$ cat src/hdl/shs_pkg.sv
`timescale 1ns / 1ps

package shs_pkg;

	localparam int QUEUE_DEPTH = 4;

	typedef struct packed {
		logic        fin;
		logic        restart;
		logic [2:0]  nbytes;
		logic [31:0] word;
		logic [63:0] bit_count;
	} shs_entry_t;

	localparam logic [31:0] INIT_HASH [8] = '{
		32'h6a09e667, 32'hbb67ae85, 32'h3c6ef372, 32'ha54ff53a,
		32'h510e527f, 32'h9b05688c, 32'h1f83d9ab, 32'h5be0cd19
	};

	function automatic logic [31:0] round_k(input logic [5:0] idx);
		logic [31:0] k;
		case (idx)
			6'd0: k = 32'h428a2f98;  6'd1: k = 32'h71374491;
			6'd2: k = 32'hb5c0fbcf;  6'd3: k = 32'he9b5dba5;
			6'd4: k = 32'h3956c25b;  6'd5: k = 32'h59f111f1;
			6'd6: k = 32'h923f82a4;  6'd7: k = 32'hab1c5ed5;
			6'd8: k = 32'hd807aa98;  6'd9: k = 32'h12835b01;
			6'd10: k = 32'h243185be; 6'd11: k = 32'h550c7dc3;
			6'd12: k = 32'h72be5d74; 6'd13: k = 32'h80deb1fe;
			6'd14: k = 32'h9bdc06a7; 6'd15: k = 32'hc19bf174;
			6'd16: k = 32'he49b69c1; 6'd17: k = 32'hefbe4786;
			6'd18: k = 32'h0fc19dc6; 6'd19: k = 32'h240ca1cc;
			6'd20: k = 32'h2de92c6f; 6'd21: k = 32'h4a7484aa;
			6'd22: k = 32'h5cb0a9dc; 6'd23: k = 32'h76f988da;
			6'd24: k = 32'h983e5152; 6'd25: k = 32'ha831c66d;
			6'd26: k = 32'hb00327c8; 6'd27: k = 32'hbf597fc7;
			6'd28: k = 32'hc6e00bf3; 6'd29: k = 32'hd5a79147;
			6'd30: k = 32'h06ca6351; 6'd31: k = 32'h14292967;
			6'd32: k = 32'h27b70a85; 6'd33: k = 32'h2e1b2138;
			6'd34: k = 32'h4d2c6dfc; 6'd35: k = 32'h53380d13;
			6'd36: k = 32'h650a7354; 6'd37: k = 32'h766a0abb;
			6'd38: k = 32'h81c2c92e; 6'd39: k = 32'h92722c85;
			6'd40: k = 32'ha2bfe8a1; 6'd41: k = 32'ha81a664b;
			6'd42: k = 32'hc24b8b70; 6'd43: k = 32'hc76c51a3;
			6'd44: k = 32'hd192e819; 6'd45: k = 32'hd6990624;
			6'd46: k = 32'hf40e3585; 6'd47: k = 32'h106aa070;
			6'd48: k = 32'h19a4c116; 6'd49: k = 32'h1e376c08;
			6'd50: k = 32'h2748774c; 6'd51: k = 32'h34b0bcb5;
			6'd52: k = 32'h391c0cb3; 6'd53: k = 32'h4ed8aa4a;
			6'd54: k = 32'h5b9cca4f; 6'd55: k = 32'h682e6ff3;
			6'd56: k = 32'h748f82ee; 6'd57: k = 32'h78a5636f;
			6'd58: k = 32'h84c87814; 6'd59: k = 32'h8cc70208;
			6'd60: k = 32'h90befffa; 6'd61: k = 32'ha4506ceb;
			6'd62: k = 32'hbef9a3f7; 6'd63: k = 32'hc67178f2;
			default: k = 32'h0;
		endcase
		return k;
	endfunction

endpackage

$ cat src/hdl/shs_in_if.sv
`timescale 1ns / 1ps

interface shs_in_if;
	logic       valid;
	logic       ready;
	logic [7:0] data_byte;
	logic       last_byte;
	logic       empty_message;

	modport source(output valid, data_byte, last_byte, empty_message, input ready);
	modport sink(input valid, data_byte, last_byte, empty_message, output ready);
endinterface

$ cat src/hdl/shs_out_if.sv
`timescale 1ns / 1ps

interface shs_out_if;
	logic        valid;
	logic        ready;
	logic [31:0] digest_word;
	logic [2:0]  word_index;
	logic        last_word;

	modport source(output valid, digest_word, word_index, last_word, input ready);
	modport sink(input valid, digest_word, word_index, last_word, output ready);
endinterface

$ cat src/hdl/shs_front.sv
`timescale 1ns / 1ps

module shs_front (
	input  logic                clk,
	input  logic                arst_n,
	shs_in_if.sink              msg,
	input  logic                q_full,
	output logic                push,
	output shs_pkg::shs_entry_t push_entry
);

	logic [1:0]  nb_q;
	logic [31:0] acc_q;
	logic [63:0] bits_q;
	logic        accept;
	logic [31:0] merged;
	logic [63:0] bits_nx;

	assign msg.ready = !q_full;
	assign accept    = msg.valid && msg.ready;
	assign merged    = acc_q | ({24'b0, msg.data_byte} << {~nb_q, 3'b000});
	assign bits_nx   = bits_q + 64'd8;

	always_comb begin
		push_entry = '0;
		if (msg.empty_message) begin
			push_entry.fin     = 1'b1;
			push_entry.restart = 1'b1;
		end else if (msg.last_byte) begin
			push_entry.fin       = 1'b1;
			push_entry.nbytes    = {1'b0, nb_q} + 3'd1;
			push_entry.word      = merged;
			push_entry.bit_count = bits_nx;
		end else begin
			push_entry.word = merged;
		end
		push = accept && (msg.empty_message || msg.last_byte || nb_q == 2'd3);
	end

	always_ff @(posedge clk or negedge arst_n) begin
		if (!arst_n) begin
			nb_q   <= '0;
			acc_q  <= '0;
			bits_q <= '0;
		end else if (accept) begin
			if (msg.empty_message || msg.last_byte) begin
				nb_q   <= '0;
				acc_q  <= '0;
				bits_q <= '0;
			end else begin
				nb_q   <= nb_q + 2'd1;
				acc_q  <= (nb_q == 2'd3) ? 32'h0 : merged;
				bits_q <= bits_nx;
			end
		end
	end

endmodule

$ cat src/hdl/shs_queue.sv
`timescale 1ns / 1ps

module shs_queue #(
	parameter int DEPTH = shs_pkg::QUEUE_DEPTH
) (
	input  logic                clk,
	input  logic                arst_n,
	input  logic                push,
	input  shs_pkg::shs_entry_t push_entry,
	output logic                full,
	input  logic                pop,
	output logic                valid,
	output shs_pkg::shs_entry_t pop_entry
);

	localparam int PW = (DEPTH > 1) ? $clog2(DEPTH) : 1;
	localparam int CW = $clog2(DEPTH + 1);

	shs_pkg::shs_entry_t entries_q [DEPTH];
	logic [PW-1:0] wr_ptr_q;
	logic [PW-1:0] rd_ptr_q;
	logic [CW-1:0] count_q;
	logic          wr;
	logic          rd;

	assign full      = (count_q == CW'(DEPTH));
	assign valid     = (count_q != '0);
	assign wr        = push && !full;
	assign rd        = pop && valid;
	assign pop_entry = entries_q[rd_ptr_q];

	always_ff @(posedge clk) begin
		if (wr) begin
			entries_q[wr_ptr_q] <= push_entry;
		end
	end

	always_ff @(posedge clk or negedge arst_n) begin
		if (!arst_n) begin
			wr_ptr_q <= '0;
			rd_ptr_q <= '0;
			count_q  <= '0;
		end else begin
			if (wr) begin
				wr_ptr_q <= (wr_ptr_q == PW'(DEPTH - 1)) ? '0 : wr_ptr_q + 1'b1;
			end
			if (rd) begin
				rd_ptr_q <= (rd_ptr_q == PW'(DEPTH - 1)) ? '0 : rd_ptr_q + 1'b1;
			end
			case ({wr, rd})
				2'b10:   count_q <= count_q + 1'b1;
				2'b01:   count_q <= count_q - 1'b1;
				default: count_q <= count_q;
			endcase
		end
	end

endmodule

$ cat src/hdl/shs_engine.sv
`timescale 1ns / 1ps

module shs_engine (
	input  logic                clk,
	input  logic                arst_n,
	input  logic                q_valid,
	input  shs_pkg::shs_entry_t q_entry,
	output logic                pop,
	shs_out_if.source           digest
);

	typedef enum logic [2:0] {
		ST_LOAD,
		ST_PAD,
		ST_COMP,
		ST_ADD,
		ST_OUT
	} state_t;

	state_t      state_q;
	logic [31:0] win_q  [16];
	logic [31:0] hash_q [8];
	logic [31:0] work_q [8];
	logic [3:0]  cnt_q;
	logic [5:0]  rnd_q;
	logic [2:0]  idx_q;
	logic [2:0]  nb_q;
	logic [31:0] word_q;
	logic [63:0] len_q;
	logic        marker_q;
	logic        lenhi_q;
	logic        ret_pad_q;
	logic        final_q;

	logic        push_en;
	logic [31:0] push_w;
	logic        push_last;
	logic        block_full;
	logic [31:0] new_w;
	logic [31:0] t1;
	logic [31:0] t2;

	function automatic logic [31:0] ror(input logic [31:0] x, input int n);
		return (x >> n) | (x << (32 - n));
	endfunction

	function automatic logic [31:0] ssig0(input logic [31:0] x);
		return ror(x, 7) ^ ror(x, 18) ^ (x >> 3);
	endfunction

	function automatic logic [31:0] ssig1(input logic [31:0] x);
		return ror(x, 17) ^ ror(x, 19) ^ (x >> 10);
	endfunction

	function automatic logic [31:0] bsig0(input logic [31:0] x);
		return ror(x, 2) ^ ror(x, 13) ^ ror(x, 22);
	endfunction

	function automatic logic [31:0] bsig1(input logic [31:0] x);
		return ror(x, 6) ^ ror(x, 11) ^ ror(x, 25);
	endfunction

	assign pop = (state_q == ST_LOAD) && q_valid;

	always_comb begin
		push_en   = 1'b0;
		push_w    = 32'h0;
		push_last = 1'b0;
		case (state_q)
			ST_LOAD: begin
				push_en = pop && !q_entry.fin;
				push_w  = q_entry.word;
			end
			ST_PAD: begin
				push_en = 1'b1;
				if (!marker_q) begin
					push_w = (nb_q == 3'd4) ? word_q :
						(word_q | (32'h8000_0000 >> {nb_q[1:0], 3'b000}));
				end else if (!lenhi_q && cnt_q != 4'd14) begin
					push_w = 32'h0;
				end else if (!lenhi_q) begin
					push_w = len_q[63:32];
				end else begin
					push_w    = len_q[31:0];
					push_last = 1'b1;
				end
			end
			default: begin
				push_en = 1'b0;
			end
		endcase
		block_full = push_en && (cnt_q == 4'd15);
	end

	always_comb begin
		new_w = ssig1(win_q[14]) + win_q[9] + ssig0(win_q[1]) + win_q[0];
		t1 = work_q[7] + bsig1(work_q[4])
			+ ((work_q[4] & work_q[5]) ^ (~work_q[4] & work_q[6]))
			+ shs_pkg::round_k(rnd_q) + win_q[0];
		t2 = bsig0(work_q[0])
			+ ((work_q[0] & work_q[1]) ^ (work_q[0] & work_q[2]) ^ (work_q[1] & work_q[2]));
	end

	assign digest.valid       = (state_q == ST_OUT);
	assign digest.digest_word = hash_q[idx_q];
	assign digest.word_index  = idx_q;
	assign digest.last_word   = (idx_q == 3'd7);

	always_ff @(posedge clk or negedge arst_n) begin
		if (!arst_n) begin
			state_q   <= ST_LOAD;
			win_q     <= '{default: '0};
			hash_q    <= shs_pkg::INIT_HASH;
			work_q    <= '{default: '0};
			cnt_q     <= '0;
			rnd_q     <= '0;
			idx_q     <= '0;
			nb_q      <= '0;
			word_q    <= '0;
			len_q     <= '0;
			marker_q  <= 1'b0;
			lenhi_q   <= 1'b0;
			ret_pad_q <= 1'b0;
			final_q   <= 1'b0;
		end else begin
			if (push_en) begin
				for (int i = 0; i < 15; i++) begin
					win_q[i] <= win_q[i + 1];
				end
				win_q[15] <= push_w;
				cnt_q     <= cnt_q + 4'd1;
			end
			case (state_q)
				ST_LOAD: begin
					if (pop && q_entry.fin) begin
						nb_q     <= q_entry.nbytes;
						word_q   <= q_entry.word;
						len_q    <= q_entry.bit_count;
						marker_q <= 1'b0;
						lenhi_q  <= 1'b0;
						state_q  <= ST_PAD;
						if (q_entry.restart) begin
							cnt_q  <= '0;
							hash_q <= shs_pkg::INIT_HASH;
						end
					end else if (block_full) begin
						work_q    <= hash_q;
						rnd_q     <= '0;
						ret_pad_q <= 1'b0;
						final_q   <= 1'b0;
						state_q   <= ST_COMP;
					end
				end
				ST_PAD: begin
					if (!marker_q) begin
						if (nb_q == 3'd4) begin
							nb_q   <= '0;
							word_q <= '0;
						end else begin
							marker_q <= 1'b1;
						end
					end else if (!lenhi_q && cnt_q == 4'd14) begin
						lenhi_q <= 1'b1;
					end
					if (block_full) begin
						work_q    <= hash_q;
						rnd_q     <= '0;
						ret_pad_q <= 1'b1;
						final_q   <= push_last;
						state_q   <= ST_COMP;
					end
				end
				ST_COMP: begin
					work_q[1] <= work_q[0];
					work_q[2] <= work_q[1];
					work_q[3] <= work_q[2];
					work_q[5] <= work_q[4];
					work_q[6] <= work_q[5];
					work_q[7] <= work_q[6];
					work_q[4] <= work_q[3] + t1;
					work_q[0] <= t1 + t2;
					for (int i = 0; i < 15; i++) begin
						win_q[i] <= win_q[i + 1];
					end
					win_q[15] <= new_w;
					rnd_q     <= rnd_q + 6'd1;
					if (rnd_q == 6'd63) begin
						state_q <= ST_ADD;
					end
				end
				ST_ADD: begin
					for (int i = 0; i < 8; i++) begin
						hash_q[i] <= hash_q[i] + work_q[i];
					end
					idx_q <= '0;
					if (final_q) begin
						state_q <= ST_OUT;
					end else if (ret_pad_q) begin
						state_q <= ST_PAD;
					end else begin
						state_q <= ST_LOAD;
					end
				end
				ST_OUT: begin
					if (digest.ready) begin
						if (idx_q == 3'd7) begin
							hash_q  <= shs_pkg::INIT_HASH;
							idx_q   <= '0;
							state_q <= ST_LOAD;
						end else begin
							idx_q <= idx_q + 3'd1;
						end
					end
				end
				default: begin
					state_q <= ST_LOAD;
				end
			endcase
		end
	end

endmodule

$ cat src/hdl/sha256_stream_hasher_core.sv
`timescale 1ns / 1ps
// SHA-256 hasher for a byte stream.
// msg: one beat per message byte; last_byte closes the message, empty_message
//   asks for the digest of the zero-length message and drops any open message.
// digest: eight beats per message, word_index 0 (most significant) to 7, with
//   last_word on word 7.
// The front packs bytes into 32-bit words and takes one beat per cycle while
// the word queue has room. The back loads 16 words into the schedule window,
// then runs 64 rounds, one per cycle, and one hash add. With the default
// four-word queue, the queue soaks up 16 bytes while the back compresses.
// After the closing beat the back pads one word per cycle up to the end of the
// block and compresses it; when the length does not fit, a second block of
// padding follows and is compressed as well.
// While the receiver stalls, the digest word holds and the back takes no more
// words; the front keeps taking bytes until the queue is full.
// Reset clears the queue, the byte count and loads the initial hash values.
module sha256_stream_hasher_core #(
	parameter int QUEUE_DEPTH = shs_pkg::QUEUE_DEPTH
) (
	input  logic      clk,
	input  logic      arst_n,
	shs_in_if.sink    msg,
	shs_out_if.source digest
);

	shs_pkg::shs_entry_t push_entry;
	shs_pkg::shs_entry_t pop_entry;
	logic                q_push;
	logic                q_full;
	logic                q_pop;
	logic                q_valid;

	shs_front u_front (
		.clk        (clk),
		.arst_n     (arst_n),
		.msg        (msg),
		.q_full     (q_full),
		.push       (q_push),
		.push_entry (push_entry)
	);

	shs_queue #(
		.DEPTH (QUEUE_DEPTH)
	) u_queue (
		.clk        (clk),
		.arst_n     (arst_n),
		.push       (q_push),
		.push_entry (push_entry),
		.full       (q_full),
		.pop        (q_pop),
		.valid      (q_valid),
		.pop_entry  (pop_entry)
	);

	shs_engine u_engine (
		.clk     (clk),
		.arst_n  (arst_n),
		.q_valid (q_valid),
		.q_entry (pop_entry),
		.pop     (q_pop),
		.digest  (digest)
	);

`ifndef SYNTHESIS
	assert property (@(posedge clk) disable iff (!arst_n) q_push |-> !q_full)
		else $error("word pushed into a full queue");

	assert property (@(posedge clk) disable iff (!arst_n) q_pop |-> q_valid)
		else $error("queue popped while empty");

	assert property (@(posedge clk) disable iff (!arst_n)
		(digest.valid && digest.ready && digest.last_word) |=> !digest.valid)
		else $error("digest still shown after its last word");
`endif

endmodule

$ cat src/flat_wrapper.sv
// flat-port wrapper written by rule: the top's interface ports become plain ports
module sha256_stream_hasher_core_flat 
#(
	parameter int QUEUE_DEPTH = shs_pkg::QUEUE_DEPTH
)
  (clk, arst_n, msg_valid, msg_data_byte, msg_last_byte, msg_empty_message, msg_ready, digest_valid, digest_digest_word, digest_word_index, digest_last_word, digest_ready);
  shs_in_if msg_i ();
  shs_out_if digest_i ();
  input  logic clk;
  input  logic arst_n;
  input wire logic [$bits(msg_i.valid)-1:0] msg_valid;
  input wire logic [$bits(msg_i.data_byte)-1:0] msg_data_byte;
  input wire logic [$bits(msg_i.last_byte)-1:0] msg_last_byte;
  input wire logic [$bits(msg_i.empty_message)-1:0] msg_empty_message;
  output wire logic [$bits(msg_i.ready)-1:0] msg_ready;
  output wire logic [$bits(digest_i.valid)-1:0] digest_valid;
  output wire logic [$bits(digest_i.digest_word)-1:0] digest_digest_word;
  output wire logic [$bits(digest_i.word_index)-1:0] digest_word_index;
  output wire logic [$bits(digest_i.last_word)-1:0] digest_last_word;
  input wire logic [$bits(digest_i.ready)-1:0] digest_ready;
  assign msg_i.valid = msg_valid;
  assign msg_i.data_byte = msg_data_byte;
  assign msg_i.last_byte = msg_last_byte;
  assign msg_i.empty_message = msg_empty_message;
  assign msg_ready = msg_i.ready;
  assign digest_valid = digest_i.valid;
  assign digest_digest_word = digest_i.digest_word;
  assign digest_word_index = digest_i.word_index;
  assign digest_last_word = digest_i.last_word;
  assign digest_i.ready = digest_ready;
  sha256_stream_hasher_core #(.QUEUE_DEPTH(QUEUE_DEPTH)) u_core (.clk(clk), .arst_n(arst_n), .msg(msg_i), .digest(digest_i));
endmodule
$ cat config.mk
export PLATFORM = sky130hd
export DESIGN_NAME = sha256_stream_hasher_core_flat
export DESIGN_NICKNAME = d
export VERILOG_FILES = /design/src/hdl/shs_pkg.sv /design/src/hdl/shs_in_if.sv /design/src/hdl/shs_out_if.sv /design/src/hdl/shs_front.sv /design/src/hdl/shs_queue.sv /design/src/hdl/shs_engine.sv /design/src/hdl/sha256_stream_hasher_core.sv /design/src/flat_wrapper.sv
export SDC_FILE = /design/constraint.sdc
export NUM_CORES = 2
export LEC_CHECK = 0
export BUFFER_PORTS_ARGS = -buffer_cell sky130_fd_sc_hd__clkbuf_2
export CAP_MARGIN = 20
export CORE_MARGIN = 2
export CORE_UTILIZATION = 48
export CTS_BUF_LIST = sky130_fd_sc_hd__clkbuf_16
export DETAILED_ROUTE_END_ITERATION = 8
export PLACE_DENSITY = 0.64
export SYNTH_ARGS = -nofsm -noshare
export SYNTH_HDL_FRONTEND = slang
export SYNTH_SLANG_ARGS = --single-unit
export TNS_END_PERCENT = 5
$ cat constraint.sdc
create_clock -name clk -period 8.4 [get_ports clk]
set_input_delay 0.84 -clock clk [delete_from_list [all_inputs] [get_ports clk]]
set_output_delay 0.84 -clock clk [all_outputs]
set_load 0.05 [all_outputs]
==> impl_metrics.csv <==
group,metric,value,unit
timing,max_freq,0.125,GHz
cells_and_area,mostFrequentLayoutCell,"nand2_1",
flow_run,drv_cap,0,
critical_path,ff2ff_setup_slack,0.39,ns
timing,maxSlewViolCount,0,
clock_tree,clock-sinks,1639,
placement,pre_cts_slack,0.366,ns
route,routed_wl,311000,um
placement,hpwl,223000,um
synth,yosysWarnings,0,
synth,ys_seq_area_share,45.2,%
critical_path,cp-startpoint,"u_core.u_engine.rnd_q[2]$_DFFE_PN0P_",
critical_path,worstSetupPathType,"flip-flop to flip-flop",
clock_tree,cts_inserted_buffers,182,
critical_path,r2r-end,"u_core.u_engine.work_q[254]$_DFFE_PN0P_",
synth,synth_area_per_cell,9.46,sq um
synth,synth_cells,10100,
critical_path,arrival,8.72,ns
critical_path,critPathLaunchType,"flip-flop",
synth,syn_area,95500,sq um
clock_tree,insertion_delay,0.86,ns
cells_and_area,syn_to_final_growth,9.74,%
timing,finalSetupViolCount,0,
hold_path,min_path_cells,3,
route,antenna_left,0,
cells_and_area,mostFrequentLayoutCells,"nand2_1 (2523), dfrtp_1 (1098), nor2_1 (766), a21oi_1 (545), inv_1 (436)",
hold_path,min_from,"digest_ready",
grt,antenna_found_initial,7,
grt,overflow,0,
clock_tree,h-tree-depth,4,
synth,synthArstFlopShare,75.8,%
clock_tree,cts_tree,"done",
die,rows,163,
critical_path,crit_path_end_kind,"flip-flop",
timing,tightest_slew,1.16,ns
route,drt_iter0_drc,8711,
timing,setup_ws,0.386,ns
placement,gp_congestion,1.00,
placement,port_buffers,51,
critical_path,cp_slowest_cell,"dfrtp_2",
route,wl_per_cell,24.4,um
die,boundaryPins,52,
route,routed_via_density,5.96,
die,die_w,450,um
hold_path,hold_class,"primary input to flip-flop",
die,die_h,450,um
die,start_util,48.4,%
critical_path,worst-path-max-fanout,22,
critical_path,cp.required,9.10,ns
route,drc_errors,0,
grt,first_global_vias,72300,
grt,grtUsageTotal,30.5,%
timing,setup_tns,0,ns
cells_and_area,drive_above_1_share,9.98,%
status,outcome,"complete, no violations",
clock_tree,cts_buffer_depth,3,
route,first_pass_iters,8,
timing,period_minus_slack,8.01,ns
synth,synth-edff-count,396,
clock_tree,clkTransAtPathRegs,0.06,ns
synth,synth.distinct_cells,110,
critical_path,cp_slowest_stage_delay,0.53,ns
critical_path,r2r_cells,35,
timing,finalCritPeriodShare,95.4,%
synth,synth-main-ff-cell,"dfrtp_1",
clock_tree,cts_root_buffer,"clkbuf_16",
critical_path,r2r_start,"u_core.u_engine.rnd_q[2]$_DFFE_PN0P_",
grt,grt_pass1_wl,470000,um
route,via_count,76000,
hold_path,worstHoldEndpoint,"u_core.u_engine.state_q[2]$_DFFE_PN0P_",
cells_and_area,fin_nets,10600,
timing,rsz0062_at_grt,"false",
timing,hold_viol,0,
synth,synth-seq-cells,1639,
die,core-area,197000,sq um
die,die-area,203000,sq um
timing,hold_ws,0.300,ns
grt,grt_max_degree,189,
timing,clock_skew,0.0798,ns
timing,max-slew-margin-rel,22.7,%
==> what timing repair did <==
action | 4_1_cts | 5_1_grt
hold buffers | 0 | 1
setup buffers | 0 | 0
hold endpoints to repair | 0 | 10
endpoints found under the setup margin | 0 | 7
resized for setup | 0 | 8
==> worst max-delay path: cells and delay by family (launching register included) <==
| family | cells | cell delay [ns] |
|---|---|---|
| and+or+nand+nor | 5 | 0.79 |
| xor gates and xnor gates | 2 | 0.50 |
| adders and majority gates | 6 | 2.20 |
| buffers and inverters | 6 | 0.75 |
| DFF | 1 | 0.53 |
| AOI/OAI and AO/OA | 16 | 3.06 |
==> state kept, by name, indices dropped and copies added, names as in the netlist, 3 cells and up <==
name and flops:
u_core.u_engine.win_q 512, u_core.u_queue.entries_q 396, u_core.u_engine.hash_q 256, u_core.u_engine.work_q 256
u_core.u_engine.len_q 62, u_core.u_front.bits_q 61, u_core.u_engine.word_q 32, u_core.u_front.acc_q 32
u_core.u_engine.rnd_q 6, u_core.u_engine.cnt_q 4, u_core.u_engine.digest.word_index 3, u_core.u_engine.nb_q 3
u_core.u_engine.state_q 3, u_core.u_queue.count_q 3
==> through the flow <==
| step | cell area [sq um] | instances | util [%] |
|---|---|---|---|
| 6_report | 105000 | 12800 | 53.1 |
| 5_1_grt | 105000 | 12800 | 53.1 |
| 4_1_cts | 105000 | 12700 | 53.0 |
| 3_5_place_dp | 98700 | 12400 | 50.0 |
| 3_3_place_gp | 98700 | 12400 | 50.0 |
| 2_1_floorplan | 95500 | 10100 | - |
==> area by class of cell <==
cell class	count	area, sq um
tap	2640	3300
timing repair buffer	289	2320
sequential	1639	43200
fill	17900	92600
antenna	1	2.50
clock inverter	156	1310
inverter	387	1450
multi-input combinational	7454	48600
clock buffer	185	4630
==> layer usage <==
layer | part of all wire, % | GRT usage, % | vias up | wire length, um
li1 | - | - | 34400 | -
met1 | 45 | 46.1 | 38200 | 141000
met2 | 43 | 44.3 | 2994 | 134000
met3 | 8.5 | 5.82 | 423 | 26400
met4 | 3.0 | 8.77 | 4 | 9350
met5 | 0.010 | 0 | - | 32
==> worst max-delay path by stage <==
stage	endpoint	slack, ns	cells after the start
2_1_floorplan	u_core.u_engine.work_q[254]$_DFFE_PN0P_	0.85	37
3_3_place_gp	u_core.u_engine.work_q[253]$_DFFE_PN0P_	0.34	33
3_5_place_dp	u_core.u_engine.work_q[253]$_DFFE_PN0P_	0.37	33
4_1_cts	u_core.u_engine.work_q[253]$_DFFE_PN0P_	0.36	33
5_1_grt	u_core.u_engine.work_q[253]$_DFFE_PN0P_	0.005	33
6_report	u_core.u_engine.work_q[254]$_DFFE_PN0P_	0.39	35
==> cells by family (layout without fill, tap and decap cells) <==
logic type                 after synthesis  after routing  synth area share [%]
adders and majority gates              609            609                  9.52
other                                    1              5               0.00393
buffers and inverters                 1002           1017                  4.05
xor gates and xnor gates               648            648                  5.97
muxes                                  245            245                  4.87
DFF                                   1639           1639                  45.2
AOI/OAI and AO/OA                     2136           2136                  14.2
and+or+nand+nor                       3812           3812                  16.2
==> cells in the mapped netlist, types with 58 or more instances <==
library cell,n,share of area [%]
nand2_1,2526,9.9
dfrtp_1,1107,29
nor2_1,772,3.0
a21oi_1,546,2.9
clkbuf_1,500,2.0
ha_1,411,5.4
o21ai_0,399,2.1
edfxtp_1,396,12
xnor2_1,395,3.6
inv_1,384,1.5
a31oi_1,298,2.0
xor2_1,251,2.3
a21o_1,204,1.6
fa_1,196,4.1
mux4_2,169,4.0
dfstp_2,136,3.7
o21ai_1,106,0.56
nand3_1,103,0.54
nor3_1,78,0.41
o31ai_1,75,0.59
mux2_2,65,0.77
and3_1,62,0.41
a22o_1,61,0.56
buf_2,59,0.31
o21bai_1,58,0.46
Power is left out: the tool's default activity adds up to more than one toggle a clock period on the data nets, which glitch-free logic cannot reach.
